$ cat config.mk
export PLATFORM = sky130hd
export DESIGN_NAME = circle_point_generator
export DESIGN_NICKNAME = d
export VERILOG_FILES = /design/src/rtl/cpg_pkg.sv /design/src/rtl/cpg_useq.sv /design/src/rtl/cpg_dpath.sv /design/src/rtl/circle_point_generator.sv
export VERILOG_INCLUDE_DIRS = /design/src /design/src/rtl
export SDC_FILE = /design/constraint.sdc
export NUM_CORES = 1
export LEC_CHECK = 0
export BUFFER_PORTS_ARGS = -buffer_cell sky130_fd_sc_hd__clkbuf_2
export CORE_AREA = 2 2 218 220
export DETAILED_ROUTE_END_ITERATION = 10
export DIE_AREA = 0 0 220 222
export PLACE_DENSITY_LB_ADDON = 0.12
export SETUP_SLACK_MARGIN = 0.02
export SYNTH_ARGS = -nofsm -noshare
export SYNTH_HDL_FRONTEND = slang
export SYNTH_SLANG_ARGS = --single-unit
$ cat constraint.sdc
create_clock -name clk -period 14.5 [get_ports clk]
set_input_delay 0.725 -clock clk [delete_from_list [all_inputs] [get_ports clk]]
set_output_delay 0.725 -clock clk [all_outputs]
set_load 0.02 [all_outputs]
$ cat src/rtl/assert_macros.svh
// Assertion helpers shared by the circle point generator RTL.
`ifndef ASSERT_MACROS_SVH
`define ASSERT_MACROS_SVH

// Checked on every rising edge outside reset.
`define ASSERT_CLK(label, prop, msg) \
  label: assert property (@(posedge clk) disable iff (rst) prop) else $error(msg);

// Checked on every rising edge, reset included.
`define ASSERT_ALWAYS(label, prop, msg) \
  label: assert property (@(posedge clk) prop) else $error(msg);

`endif

$ cat src/rtl/cpg_pkg.sv
`default_nettype none

package cpg_pkg;

  localparam int COORD_W   = 10;
  localparam int RADIUS_W  = 8;
  localparam int OUT_W     = 11;
  localparam int SQ_W      = 2 * RADIUS_W;

  // program layout: wait, square, RADIUS_W root steps, four point steps
  localparam int ROOT_BASE = 2;
  localparam int EMIT_BASE = ROOT_BASE + RADIUS_W;
  localparam int PROG_LEN  = EMIT_BASE + 4;
  localparam int PC_W      = $clog2(PROG_LEN);

  typedef logic [PC_W-1:0] pc_t;

  typedef enum logic [1:0] {
    OP_WAIT,
    OP_SQD,
    OP_ROOT,
    OP_EMIT
  } op_t;

  typedef enum logic [1:0] {
    WAIT_NONE,
    WAIT_IN,
    WAIT_OUT
  } wait_t;

  typedef struct packed {
    op_t        op;
    wait_t      waitc;
    logic       jump;
    pc_t        target;
    logic [1:0] sel;
    logic       last;
  } ctl_t;

  typedef struct packed {
    logic go;
    logic slot_free;
  } seq_stat_t;

  // microcode ROM
  function automatic ctl_t prog_word(input int idx);
    ctl_t w;
    w.op     = OP_WAIT;
    w.waitc  = WAIT_NONE;
    w.jump   = 1'b0;
    w.target = '0;
    w.sel    = 2'd0;
    w.last   = 1'b0;
    if (idx == 0) begin
      w.waitc = WAIT_IN;
    end else if (idx == 1) begin
      w.op = OP_SQD;
    end else if (idx < EMIT_BASE) begin
      w.op = OP_ROOT;
    end else if (idx < PROG_LEN) begin
      w.op    = OP_EMIT;
      w.waitc = WAIT_OUT;
      w.sel   = 2'(idx - EMIT_BASE);
      if (idx == PROG_LEN - 1) begin
        w.last = 1'b1;
        w.jump = 1'b1;
      end
    end else begin
      w.jump = 1'b1;
    end
    return w;
  endfunction

  function automatic logic [OUT_W-1:0] fit_out(input logic [COORD_W:0] v);
    logic [COORD_W+OUT_W:0] wide;
    wide = {{OUT_W{1'b0}}, v};
    return wide[OUT_W-1:0];
  endfunction

endpackage

`default_nettype wire

$ cat src/rtl/cpg_useq.sv
`default_nettype none
`include "assert_macros.svh"

module cpg_useq
  import cpg_pkg::*;
(
  input  wire logic      clk,
  input  wire logic      rst,
  input  wire seq_stat_t stat,
  output ctl_t           ctl
);

  pc_t  pc;
  pc_t  pc_next;
  logic advance;

  assign ctl = prog_word(int'(pc));

  always_comb begin
    case (ctl.waitc)
      WAIT_IN:  advance = stat.go;
      WAIT_OUT: advance = stat.slot_free;
      default:  advance = 1'b1;
    endcase
    if (!advance) begin
      pc_next = pc;
    end else if (ctl.jump) begin
      pc_next = ctl.target;
    end else begin
      pc_next = pc + 1'b1;
    end
  end

  always_ff @(posedge clk) begin
    if (rst) begin
      pc <= '0;
    end else begin
      pc <= pc_next;
    end
  end

  `ASSERT_CLK(a_pc_range, 1'b1 |-> ({1'b0, pc} < (PC_W+1)'(PROG_LEN)), "pc left the program")

endmodule

`default_nettype wire

$ cat src/rtl/cpg_dpath.sv
`default_nettype none
`include "assert_macros.svh"

module cpg_dpath
  import cpg_pkg::*;
(
  input  wire logic                clk,
  input  wire logic                rst,
  input  wire ctl_t                ctl,
  input  wire logic                in_fire,
  input  wire logic                kind,
  input  wire logic [COORD_W-1:0]  centre_x,
  input  wire logic [COORD_W-1:0]  centre_y,
  input  wire logic [RADIUS_W-1:0] radius,
  input  wire logic                slot_free,
  output logic                     go,
  output logic [OUT_W-1:0]         pt_x,
  output logic [OUT_W-1:0]         pt_y,
  output logic                     pt_done
);

  typedef enum logic [1:0] {
    PH_IDLE,
    PH_COL,
    PH_ROW
  } phase_t;

  phase_t              phase;
  logic [COORD_W-1:0]  walk_pos;
  logic [COORD_W-1:0]  held_cx;
  logic [COORD_W-1:0]  held_cy;
  logic [RADIUS_W-1:0] held_r;

  // root unit
  logic [RADIUS_W-1:0] dd;
  logic [SQ_W-1:0]     acc;
  logic [SQ_W-1:0]     res;
  logic [SQ_W-1:0]     bitm;

  logic                col;
  logic [COORD_W-1:0]  along;
  logic [COORD_W-1:0]  other;
  logic [COORD_W-1:0]  dpos;
  logic [SQ_W-1:0]     rsq;
  logic [SQ_W-1:0]     dsq;
  logic [SQ_W:0]       trial;
  logic                fits;
  logic [RADIUS_W-1:0] fl;
  logic [RADIUS_W:0]   cl;
  logic [COORD_W:0]    hi;
  logic [COORD_W-1:0]  lo;
  logic [COORD_W:0]    mir;
  logic [COORD_W:0]    walk_ext;
  logic [COORD_W:0]    lo_ext;
  logic                final_step;
  logic                row_ok;
  logic                col_ok;
  logic                step_end;

  assign col    = (phase == PH_COL);
  assign along  = col ? held_cx : held_cy;
  assign other  = col ? held_cy : held_cx;
  assign dpos   = along - walk_pos;
  assign rsq    = SQ_W'(held_r) * SQ_W'(held_r);
  assign dsq    = SQ_W'(dd) * SQ_W'(dd);
  assign trial  = {1'b0, res} + {1'b0, bitm};
  assign fits   = ({1'b0, acc} >= trial);
  assign row_ok = (held_cy >= COORD_W'(held_r));
  assign col_ok = (centre_x >= COORD_W'(radius));

  assign go = in_fire && kind && (phase == PH_COL || phase == PH_ROW);

  // point arithmetic; remainder nonzero means s was not a perfect square
  assign fl       = res[RADIUS_W-1:0];
  assign cl       = {1'b0, fl} + (RADIUS_W+1)'(|acc);
  assign hi       = {1'b0, other} + (COORD_W+1)'(fl);
  assign lo       = ({1'b0, other} >= (COORD_W+1)'(cl)) ?
                    (other - COORD_W'(cl)) : '0;
  assign mir      = {along, 1'b0} - {1'b0, walk_pos};
  assign walk_ext = {1'b0, walk_pos};
  assign lo_ext   = {1'b0, lo};

  assign final_step = (walk_pos >= along);
  assign step_end   = (ctl.op == OP_EMIT) && ctl.last && slot_free;
  assign pt_done    = ctl.last && final_step && !(col && row_ok);

  always_comb begin
    case ({col, ctl.sel})
      3'b100:  begin pt_x = fit_out(walk_ext); pt_y = fit_out(hi);       end
      3'b101:  begin pt_x = fit_out(walk_ext); pt_y = fit_out(lo_ext);   end
      3'b110:  begin pt_x = fit_out(mir);      pt_y = fit_out(hi);       end
      3'b111:  begin pt_x = fit_out(mir);      pt_y = fit_out(lo_ext);   end
      3'b000:  begin pt_x = fit_out(hi);       pt_y = fit_out(walk_ext); end
      3'b001:  begin pt_x = fit_out(lo_ext);   pt_y = fit_out(walk_ext); end
      3'b010:  begin pt_x = fit_out(hi);       pt_y = fit_out(mir);      end
      default: begin pt_x = fit_out(lo_ext);   pt_y = fit_out(mir);      end
    endcase
  end

  always_ff @(posedge clk) begin
    if (rst) begin
      phase    <= PH_IDLE;
      walk_pos <= '0;
      held_cx  <= '0;
      held_cy  <= '0;
      held_r   <= '0;
    end else begin
      if (in_fire && !kind) begin
        held_cx <= centre_x;
        held_cy <= centre_y;
        held_r  <= radius;
        if (col_ok) begin
          phase    <= PH_COL;
          walk_pos <= centre_x - COORD_W'(radius);
        end else if (centre_y >= COORD_W'(radius)) begin
          phase    <= PH_ROW;
          walk_pos <= centre_y - COORD_W'(radius);
        end else begin
          phase <= PH_IDLE;
        end
      end
      if (step_end) begin
        if (!final_step) begin
          walk_pos <= walk_pos + 1'b1;
        end else if (col && row_ok) begin
          phase    <= PH_ROW;
          walk_pos <= held_cy - COORD_W'(held_r);
        end else begin
          phase <= PH_IDLE;
        end
      end
    end

    // root unit, payload only
    if (go) begin
      dd  <= dpos[RADIUS_W-1:0];
      acc <= rsq;
    end
    if (ctl.op == OP_SQD) begin
      acc  <= acc - dsq;
      res  <= '0;
      bitm <= SQ_W'(1) << (SQ_W - 2);
    end
    if (ctl.op == OP_ROOT) begin
      if (fits) begin
        acc <= acc - trial[SQ_W-1:0];
        res <= (res >> 1) + bitm;
      end else begin
        res <= res >> 1;
      end
      bitm <= bitm >> 2;
    end
  end

  `ASSERT_CLK(a_root_bit, (ctl.op == OP_ROOT) |-> $onehot(bitm), "root bit not one-hot")
  `ASSERT_CLK(a_emit_active, (ctl.op == OP_EMIT) |-> (phase == PH_COL || phase == PH_ROW), "emit while idle")

endmodule

`default_nettype wire

$ cat src/rtl/circle_point_generator.sv
`default_nettype none
`include "assert_macros.svh"

// Circle point generator. A start beat (kind = 0) latches centre and radius
// and produces no points; each step beat (kind = 1) then produces four
// mirrored points of the circle, first walking columns from centre_x-radius
// up to centre_x, then rows the same way. Each point's offset comes from an
// exact integer square root of r*r-d*d; the lower point is clamped at zero.
// A phase is skipped when its centre coordinate is below the radius. The
// fourth point of a step carries last_of_step, and the final point of the
// circle also carries circle_done. A step beat while no circle is active,
// and a start beat, are taken without leaving the wait step. A step beat
// with a circle active runs an accept step, a step to form r*r-d*d, one
// step per root bit pair (8, set by the shared shift-subtract root unit),
// then one point per cycle through the output register while it is free.
// A small microcode ROM steps the datapath; in_ready is high only
// on its wait step, so a new beat is taken while the last point still sits
// in the output register.

module circle_point_generator
  import cpg_pkg::*;
(
  input  wire logic                clk,
  input  wire logic                rst,
  input  wire logic                in_valid,
  output logic                     in_ready,
  input  wire logic                kind,
  input  wire logic [COORD_W-1:0]  centre_x,
  input  wire logic [COORD_W-1:0]  centre_y,
  input  wire logic [RADIUS_W-1:0] radius,
  output logic                     out_valid,
  input  wire logic                out_ready,
  output logic [OUT_W-1:0]         point_x,
  output logic [OUT_W-1:0]         point_y,
  output logic                     last_of_step,
  output logic                     circle_done
);

  ctl_t             ctl;
  seq_stat_t        stat;
  logic             in_fire;
  logic             slot_free;
  logic             go;
  logic             load;
  logic [OUT_W-1:0] pt_x;
  logic [OUT_W-1:0] pt_y;
  logic             pt_done;

  assign in_ready  = (ctl.waitc == WAIT_IN);
  assign in_fire   = in_valid && in_ready;
  // output register is free when empty or being drained this cycle
  assign slot_free = !out_valid || out_ready;
  assign load      = (ctl.op == OP_EMIT) && slot_free;

  assign stat.go        = go;
  assign stat.slot_free = slot_free;

  cpg_useq u_useq (
    .clk  (clk),
    .rst  (rst),
    .stat (stat),
    .ctl  (ctl)
  );

  cpg_dpath u_dpath (
    .clk       (clk),
    .rst       (rst),
    .ctl       (ctl),
    .in_fire   (in_fire),
    .kind      (kind),
    .centre_x  (centre_x),
    .centre_y  (centre_y),
    .radius    (radius),
    .slot_free (slot_free),
    .go        (go),
    .pt_x      (pt_x),
    .pt_y      (pt_y),
    .pt_done   (pt_done)
  );

  // output register
  always_ff @(posedge clk) begin
    if (rst) begin
      out_valid <= 1'b0;
    end else if (load) begin
      out_valid <= 1'b1;
    end else if (out_ready) begin
      out_valid <= 1'b0;
    end
    if (load) begin
      point_x      <= pt_x;
      point_y      <= pt_y;
      last_of_step <= ctl.last;
      circle_done  <= pt_done;
    end
  end

  `ASSERT_CLK(a_done_last, out_valid && circle_done |-> last_of_step, "done without last")
  `ASSERT_ALWAYS(a_rst_empty, $past(rst) |-> !out_valid, "output valid after reset")
  `ASSERT_CLK(a_no_load_idle, in_ready |-> !load, "point loaded on wait step")

endmodule

`default_nettype wire

Yosys cells after proc, flatten, opt, wreduce, memory -nomap -nowiden --
Index checks and enable logic that the tools add are counted.
Operators by class: reduce and logical (&&, ||, !) cells 26, $mul 2, $lt $le $gt $ge 8, eq/ne operators 15, mux-type cells 44, add/sub/neg operators 15
Operators by type and width (count):
- 16-bit two-way mux | 7
- 10-bit two-way mux | 9
- 11-bit one-hot mux with 3 select lines | 2
- 8-bit by 8-bit multiplier with 16-bit output | 2
- 16-bit subtractor | 2
- 10-bit by 8-bit greater-or-equal comparator with 1-bit output | 3
- 10-bit by 8-bit subtractor with 10-bit output | 3
- 13-bit two-way mux | 2
- 2-bit two-way mux | 10
- 3-bit two-way mux | 6
- 16-bit by 15-bit adder with 17-bit output | 1
- 16-bit by 17-bit greater-or-equal comparator with 1-bit output | 1
- 15-bit by 15-bit adder with 16-bit output | 1
- 16-bit OR reduction | 1
- 3-bit equality test, second input constant | 4
- 2-bit OR reduction | 6
- 10-bit by 8-bit adder with 11-bit output | 1
- 11-bit by 10-bit subtractor with 11-bit output | 1
- 10-bit by 1-bit adder with 10-bit output, second input constant | 1
- 10-bit greater-or-equal comparator | 1
- 10-bit by 9-bit greater-or-equal comparator with 1-bit output | 1
- 1-bit logical AND | 10
- 10-bit by 9-bit subtractor with 10-bit output | 1
- 8-bit by 1-bit adder with 9-bit output | 1
- other kinds (18) | 33
Storage, ports and cells: input bits 33, bits in registers 117, logic and storage cells 126, output and inout bits 26

Longest topological paths before layout --
Gate-level depths: netlist of run 1.
depth in word-level cells 14, gate-level depth with buffers 19, gate-level depth less buffers 19

Hierarchy --
A second synthesis of run 1 with hierarchy kept.
Second synthesis, totals: cells, all modules 1686, area, all modules 14047.2 um2
Modules (own cells, without submodules):
- cpg_dpath | times used 1, sequential area each 2072.0 um2, area an instance 12807.3 um2, cells each 1604
- circle_point_generator | times used 1, sequential area each 740.7 um2, area an instance 797.0 um2, cells each 31
- cpg_useq | times used 1, sequential area each 80.1 um2, area an instance 442.9 um2, cells each 51

Least setup slack after synthesis of run 1 --
OpenSTA, ideal clock, no wires.
kind register to register, start register u_dpath.held_r[1], end register u_dpath.acc[15], path buffers 0, stages on the path, launching flop included 18, period minus slack after synthesis 4765 ps, data required time 14409 ps, data arrival time 4674 ps, setup time 91 ps, setup slack 9735 ps, cells stage by stage dfxtp_1 > clkinv_1 > nor2_1 > fa_1 > fa_1 > inv_1 > fa_1 > fa_1 > inv_1 > ha_1 > or3_1 > o21bai_1 > nand2_1 > o31ai_1 > or4_1 > a21oi_1 > a2111oi_0 > a311oi_1
Between the ends: longest elaborated chain between the ends 5
RTL lines:
- start: declaration | RTL line cpg_dpath.sv:32 | logic [RADIUS_W-1:0] held_r;
- start signal: assignment | RTL line cpg_dpath.sv:111 | held_r <= radius;
- 8-bit by 8-bit multiplier with 16-bit output (*) | RTL line cpg_dpath.sv:64 | assign rsq = SQ_W'(held_r) * SQ_W'(held_r);
- 16-bit two-way mux (*) | RTL line cpg_dpath.sv:135 | if (go) begin
- 16-bit two-way mux (*) | RTL line cpg_dpath.sv:139 | if (ctl.op == OP_SQD) begin
- 16-bit two-way mux | RTL line cpg_dpath.sv:145 | if (fits) begin
- 16-bit two-way mux (*) | RTL line cpg_dpath.sv:144 | if (ctl.op == OP_ROOT) begin
- end signal: assignment | RTL line cpg_dpath.sv:137 | acc <= rsq;
- end signal: assignment | RTL line cpg_dpath.sv:140 | acc <= acc - dsq;
- end signal: assignment | RTL line cpg_dpath.sv:146 | acc <= acc - trial[SQ_W-1:0];
- end: declaration | RTL line cpg_dpath.sv:36 | logic [SQ_W-1:0] acc;
Every way passes the cells marked *; elsewhere a longest branch is shown, timed or not. A chain may end at the register's enable or synchronous reset.

Final worst setup path of run 1 --
start register u_dpath.held_r[1], end register u_dpath.acc[13]
The elaborated chain is that of the path after synthesis.

==> run_results.csv, run 1 <==
group,metric,value,unit
worst_setup_path,timing.rr.start,"u_dpath.held_r[1]$_SDFFE_PP0P_",
floorplanning,coreArea,0.04626,mm^2
worst_setup_path,worst-path-buf-inv,3,
sta,tightest_slew,1.023,ns
sta,max_freq,190.0,MHz
drt,top_layer,"met4",
pwr,sw_frac_of_total,49.08,%
pwr,switching_power,0.001597,W
final_layout,syn_to_final_growth,11.03,%
drt,post_drt_wl_per_cell,17.36,um
final_layout,n_antenna_cell,0,
cts,cts_sinks,117,
pwr,p_int,0.001657,W
drt,wl_met3,823,um
floorplanning,chipHeight,222,um
cts,clockBufferDepth,2,
worst_setup_path,slowest_stage,"fa_1",
drt,wl,40020,um
sta,rsz0062_at_grt,"false",
drt,firstDrtPassIters,5,
sta,finalHoldViolations,0,
cts,cts_tree,"built",
synth,ys_seq_area_share,20.90,%
sta,fin_crit,5.263,ns
synth,syn-instance-count,1648,
cts,cts_buffers,17,
pwr,ir_worst_vdd,0.09444,mV
floorplanning,dieArea,0.04884,mm^2
global_route,grt_start_max_net_pins,45,
floorplanning,rows,79,
worst_setup_path,cp_common_cell,"fa_1",
synth,synth.net_count,1926,
drt,m1WireLength,19290,um
final_layout,nNetsFinal,1963,
sta,hold_slack,0.4877,ns
worst_setup_path,crit_type,"reg2reg",
sta,period_share,36.30,%
drt,vias,11360,
floorplanning,die_w,220,um
drt,drt_iter0_markers,583,
synth,synth_edf_count,55,
pwr,p_per_area,211.7,mW/mm^2
pwr,leakagePower,6.881,nW
worst_setup_path,path_max_fanout,8,
hold_path,hp-class,"reg2reg",
synth,synth.cell_area,0.01384,mm^2
drt,via_per_inst,4.930,
pwr,seqPwrFrac,17.6,%
cts,cts.hold.buffers_added,0,
cts,cts_root_buf,"clkbuf_16",
pwr,power_frac_comb,69.4,%
floorplanning,io_pins,59,
placement,hpwl,32330,um
sta,finalMaxSlewViolations,0,
hold_path,min_from,"u_dpath.held_cx[1]$_SDFFE_PP0P_",
synth,synth_ff_type,"dfxtp_1",
worst_setup_path,cp-start-kind,"register",
global_route,first_global_vias,11520,
sta,skew,0.01396,ns
placement,port_buffers,58,
drt,drtAntennaViolNets,0,
synth,synth_cell_type_count,80,
drt,drc,0,
cts,htree_levels,4,
synth,syn_area_per_cell,8.399,um^2
worst_setup_path,critPathTopFamily,"adder cells",
synth,yosysWarnings,0,
cts,cts_setup_buffers,0,
placement,place_area,0.01479,mm^2
cts,post_cts_resized,0,
final_layout,stdcell_area,0.01537,mm^2
global_route,antenna_found_initial,0,
drt,met2WireLength,19230,um
cts,clock_latency,0.45,ns
cts,clk_pin_slew,0.06,ns
synth,synth-seq-cells,117,
worst_setup_path,startpoint,"u_dpath.held_r[1]$_SDFFE_PP0P_",
worst_setup_path,slowest_delay,0.54,ns
global_route,grt_pass1_wl,64360,um
pwr,p_total,0.003253,W
run_status,outcome,"completed",
sta,max_slew_margin,31.71,%
global_route,track_usage,16.94,%
placement,gp_congestion,0.8197,
job,maxCapViolations,0,
worst_setup_path,crit_required,14.82,ns
worst_setup_path,cp-end-kind,"register",
synth,async_reset_ff_share,0,%
sta,finalSetupViolCount,0,
worst_setup_path,arrival,5.59,ns
pwr,clkPwrFrac,13.1,%
global_route,overflow,0,
sta,tns,0,ns
floorplanning,start_util,29.92,%
final_layout,final_layout_size_suffix_gt1_share,8.598,%
worst_setup_path,path_cells,"clkinv_1 -> nor2_1 -> fa_1 -> fa_1 -> inv_1 -> fa_1 -> fa_1 -> inv_1 -> ha_1 -> or3_1 -> o21bai_1 -> nand2_1 -> o21ai_0 -> a211o_1 -> a221oi_1 -> a21oi_1 -> mux2_2",
[cell usage in the layout (no fill, tap or decap), drive strengths merged, types with 6 or more instances in the layout]
cell     count
a2111oi      6
a211oi      17
a21o        20
a21oi      115
a31oi       23
and2        32
and3        13
buf         12
clkbuf      79
clkinv       8
dfxtp       62
edfxtp      55
fa          67
ha         178
inv        203
mux2        21
mux2i       36
nand2      181
nand2b      14
nand3       21
nand4       17
nor2        99
nor2b       24
nor3        36
o211a        9
o21a        17
o21ai       63
o21bai      13
o22ai        9
o31ai       11
or2          9
or3         14
xnor2       75
xor2        62
[tightest hold or removal path, cell delays in order (launching register included)]
cell	delay, ns
dfxtp_1	0.33
nand2_1	0.06
a21oi_1	0.05
[flip-flops by register name, indices dropped and copies added, names as in the netlist]
| name | flops |
|---|---|
| u_useq.pc | 4 |
| last_of_step | 1 |
| u_dpath.held_cx | 10 |
| u_dpath.dd | 8 |
| u_dpath.held_cy | 10 |
| out_valid | 1 |
| circle_done | 1 |
| u_dpath.bitm | 8 |
| point_x | 11 |
| u_dpath.held_r | 8 |
| u_dpath.res | 16 |
| u_dpath.walk_pos | 10 |
| u_dpath.acc | 16 |
| u_dpath.phase | 2 |
| point_y | 11 |
[path summary, 6_finish.rpt]
kind	endpoint	slack, ns	cells after the start
worst min register to register	u_dpath.held_cx[1]$_SDFFE_PP0P_	0.49	2
worst min-delay path	u_dpath.held_cx[1]$_SDFFE_PP0P_	0.49	2
worst max-delay path	u_dpath.acc[13]$_DFF_P_	9.24	17
worst max register to register	u_dpath.acc[13]$_DFF_P_	9.24	17
[area by class of cell]
cell class              count  area (um^2)
clock buffers              21        483.0
inverters                 203        762.0
repair buffers             70        380.4
multi-input cells        1276         9993
clock inverters            11        96.34
fillers                  4928        30890
well taps                 607        759.5
flip-flops and latches    117         2893
[cells in the mapped netlist (all sizes together) (6+ instances only)]
cell,count,area share (%)
inv,200,5.4
nand2,181,4.9
ha,178,16
a21oi,115,4.2
nor2,99,2.7
xnor2,75,4.7
fa,67,9.7
o21ai,63,2.3
dfxtp,62,9.0
xor2,62,3.9
edfxtp,55,12
clkbuf,45,1.2
mux2i,36,2.6
nor3,36,1.3
and2,32,1.4
nor2b,24,1.1
a31oi,23,1.0
mux2,21,1.7
nand3,21,0.76
a21o,20,1.1
a211oi,17,0.92
nand4,17,0.77
o21a,17,0.92
nand2b,14,0.65
or3,14,0.63
and3,13,0.59
o21bai,13,0.71
o31ai,11,0.60
o211a,9,0.65
o22ai,9,0.41
or2,9,0.41
buf,7,0.23
a2111oi,6,0.52
[kinds of logic (layout without fill, tap and decap cells)]
group                      Yosys count  in the layout  synth area share [%]
adders and majority gates          245            245                 25.78
and+or+nand+nor                    480            480                 16.56
DFF                                117            117                 20.90
xor gates and xnor gates           137            137                 8.669
buffers and inverters              255            305                 6.952
muxes                               57             57                 4.312
AOI/OAI and AO/OA                  357            357                 16.82
[power by group through the flow]
stage	clock network, W	logic [W]	registers (W)
after floorplan	0	0.00177	0.000509
after global placement	0	0.00227	0.000581
after detailed placement	0	0.00226	0.000581
after CTS	0.000436	0.00228	0.000574
after global routing	0.000449	0.00256	0.000586
final	0.000425	0.00226	0.000572
[per-layer routing]
metal	global-route usage (%)	up-vias
met5	0	-
met4	4.763	0
met3	1.797	34
met2	28.78	132
met1	22.62	5421
li1	-	5777
[metrics by stage]
step           worst slack, ns  util, %  cells
5_1_grt                  8.931    33.22   2305
6_report                 9.237    33.22   2305
4_1_cts                  9.258    33.22   2305
2_1_floorplan            9.735        -   1648
3_5_place_dp             9.268    31.97   2273
3_3_place_gp             9.358    31.97   2273
(Power assumes the default switching activity.)
==> run 2, diff against run 1 <==
==> constraint.sdc (replaced) <==
create_clock -name clk -period 5 [get_ports clk]
set_input_delay 0.25 -clock clk [delete_from_list [all_inputs] [get_ports clk]]
set_output_delay 0.25 -clock clk [all_outputs]
set_load 0.02 [all_outputs]
==> run 2 against run 1 <==
Net effect:
- routed wire length increased by 1.1%
- critical path depth unchanged
- clock power increased to 3.1 times the previous value
- register-to-register slack got worse by 9.0 ns
- critical path type unchanged
- largest cell class unchanged
- highest routed layer unchanged
==> run_results.csv, run 2 (synthesized netlist as in run 1, its figures left out) <==
group,metric,value,unit
run_status,outcome,"completed",
final_layout,syn_to_final_growth,14.29,%
pwr,seqPwrFrac,15.4,%
cts,clockBufferDepth,2,
placement,hpwl,32780,um
drt,vias,11540,
floorplanning,rows,79,
sta,tns,0,ns
cts,clk_pin_slew,0.06,ns
pwr,p_int,0.005188,W
sta,period_share,95.59,%
sta,tightest_slew,1.039,ns
drt,wl,40470,um
global_route,track_usage,17.03,%
worst_setup_path,arrival,5.14,ns
global_route,grt_start_max_net_pins,45,
pwr,clkPwrFrac,13.0,%
final_layout,nNetsFinal,2001,
job,maxCapViolations,0,
pwr,sw_frac_of_total,48.97,%
hold_path,hp-class,"in2reg",
global_route,grt_pass1_wl,64260,um
sta,skew,0.01154,ns
sta,rsz0062_at_grt,"false",
drt,firstDrtPassIters,5,
global_route,antenna_found_initial,0,
final_layout,final_cell_mix,"inv_1 (199), nand2_1 (177), ha_1 (173), a21oi_1 (112), nor2_1 (94)",
pwr,switching_power,0.004978,W
pwr,p_per_area,642.6,mW/mm^2
cts,clock_latency,0.45,ns
global_route,overflow,0,
final_layout,n_antenna_cell,0,
final_layout,final_core_util,34.20,%
pwr,power_frac_comb,71.5,%
worst_setup_path,crit_type,"reg2reg",
final_layout,reg_top3,"u_dpath.acc x16, u_dpath.res x16",
worst_setup_path,cp-start-kind,"register",
cts,cts_tree,"built",
floorplanning,die_w,220,um
placement,port_buffers,58,
drt,drc,0,
sta,max_freq,209.2,MHz
final_layout,layout_commonest_cell,"inv_1",
worst_setup_path,crit_required,5.36,ns
hold_path,holdPathStages,3,
placement,gp_congestion,0.8270,
drt,drt_iter0_markers,567,
worst_setup_path,cp-end-kind,"register",
sta,finalMaxSlewViolations,0,
cts,cts_sinks,117,
sta,fin_crit,4.780,ns
drt,post_drt_wl_per_cell,17.27,um
floorplanning,io_pins,59,
floorplanning,chipHeight,222,um
global_route,first_global_vias,11670,
drt,via_per_inst,4.924,
cts,cts_buffers,17,
drt,drtAntennaViolNets,0,
pwr,leakagePower,7.086,nW
sta,finalSetupViolCount,0,
sta,finalHoldViolations,0,
sta,max_slew_margin,30.20,%
floorplanning,dieArea,0.04884,mm^2
worst_setup_path,reg2reg_depth,17,
final_layout,final_layout_size_suffix_gt1_share,12.04,%
cts,cts_root_buf,"clkbuf_16",
pwr,ir_worst_vdd,0.9410,mV
sta,hold_slack,0.05061,ns
cts,htree_levels,4,
floorplanning,coreArea,0.04626,mm^2
worst_setup_path,path_max_fanout,4,
floorplanning,start_util,29.92,%
worst_setup_path,rrSetupSlack,0.22,ns
-- run 2: changes by cell type in the layout (fill, tap and decap cells not counted), sizes merged --
cell	previous run	this run
buf	12	50
clkbuf	79	75
bufinv	1	4
clkinvlp	2	5
inv	203	201
-- run 2: power by group through the flow --
| stage | registers, W | logic [W] | clock network (W) |
|---|---|---|---|
| after floorplan | 0.00148 | 0.00513 | 0 |
| after global placement | 0.00160 | 0.00702 | 0 |
| after detailed placement | 0.00159 | 0.00702 | 0 |
| after CTS | 0.00157 | 0.00712 | 0.00136 |
| after global routing | 0.00160 | 0.00816 | 0.00140 |
| final | 0.00157 | 0.00727 | 0.00133 |
-- run 2: layout make-up --
type                       instances  area [um^2]
fill                            4947        30440
multi-input combinational       1276        10110
sequential                       117         2894
inverter                         203        762.0
tap                              607        759.5
timing repair buffer             108        678.2
clock buffer                      17        425.4
clock inverter                    15        187.7
-- run 2: stage by stage --
stage                     cells  setup slack (ns)  instance area, um^2  power, W
after global placement     2310           0.07458                15080  0.008619
after floorplan            1648            0.2346                13840  0.006604
after global routing       2343           0.01202                15820   0.01116
after CTS                  2342           0.06651                15700   0.01006
final                      2343            0.2204                15820   0.01017
after detailed placement   2310         -0.003086                15080  0.008613
-- run 2: metal layers --
layer / vias to the layer above / share of wire (%) / track usage, %
met1: 5523 / 49 / 22.97
met2: 139 / 48 / 28.89
met4: 0 / 1.1 / 3.421
met5: - / 0 / 0
met3: 27 / 2.5 / 2.346
li1: 5849 / - / -
-- run 2: worst paths after layout --
kind                                     endpoint                            start
setup / recovery          u_dpath.acc[15]$_DFF_P_   u_dpath.held_r[2]$_SDFFE_PP0P_
hold / removal    u_dpath.held_cy[7]$_SDFFE_PP0P_                      centre_y[7]
setup reg to reg          u_dpath.acc[15]$_DFF_P_   u_dpath.held_r[2]$_SDFFE_PP0P_
hold reg to reg   u_dpath.held_cx[1]$_SDFFE_PP0P_  u_dpath.held_cx[1]$_SDFFE_PP0P_
-- run 2: worst max-delay path, cell delays in order (launching register included) --
cell and delay [ns]:
dfxtp_1 0.38, nand2_1 0.10, fa_1 0.54, inv_1 0.07
fa_1 0.50, fa_1 0.54, inv_1 0.05, fa_1 0.52
inv_1 0.04, ha_1 0.21, or3_1 0.38, o21bai_1 0.18
nand2_1 0.11, o31ai_2 0.08, or4_1 0.49, a21oi_2 0.17
a2111oi_0 0.09, a311oi_1 0.24
-- run 2: what timing repair did --
item                                    CTS  global route
hold buffers                              0             0
endpoints found under the hold margin     0             0
pin swaps                                 0            13
endpoints found under the setup margin    1             5
buffers inserted                          0             1
gates resized for setup                   1            28
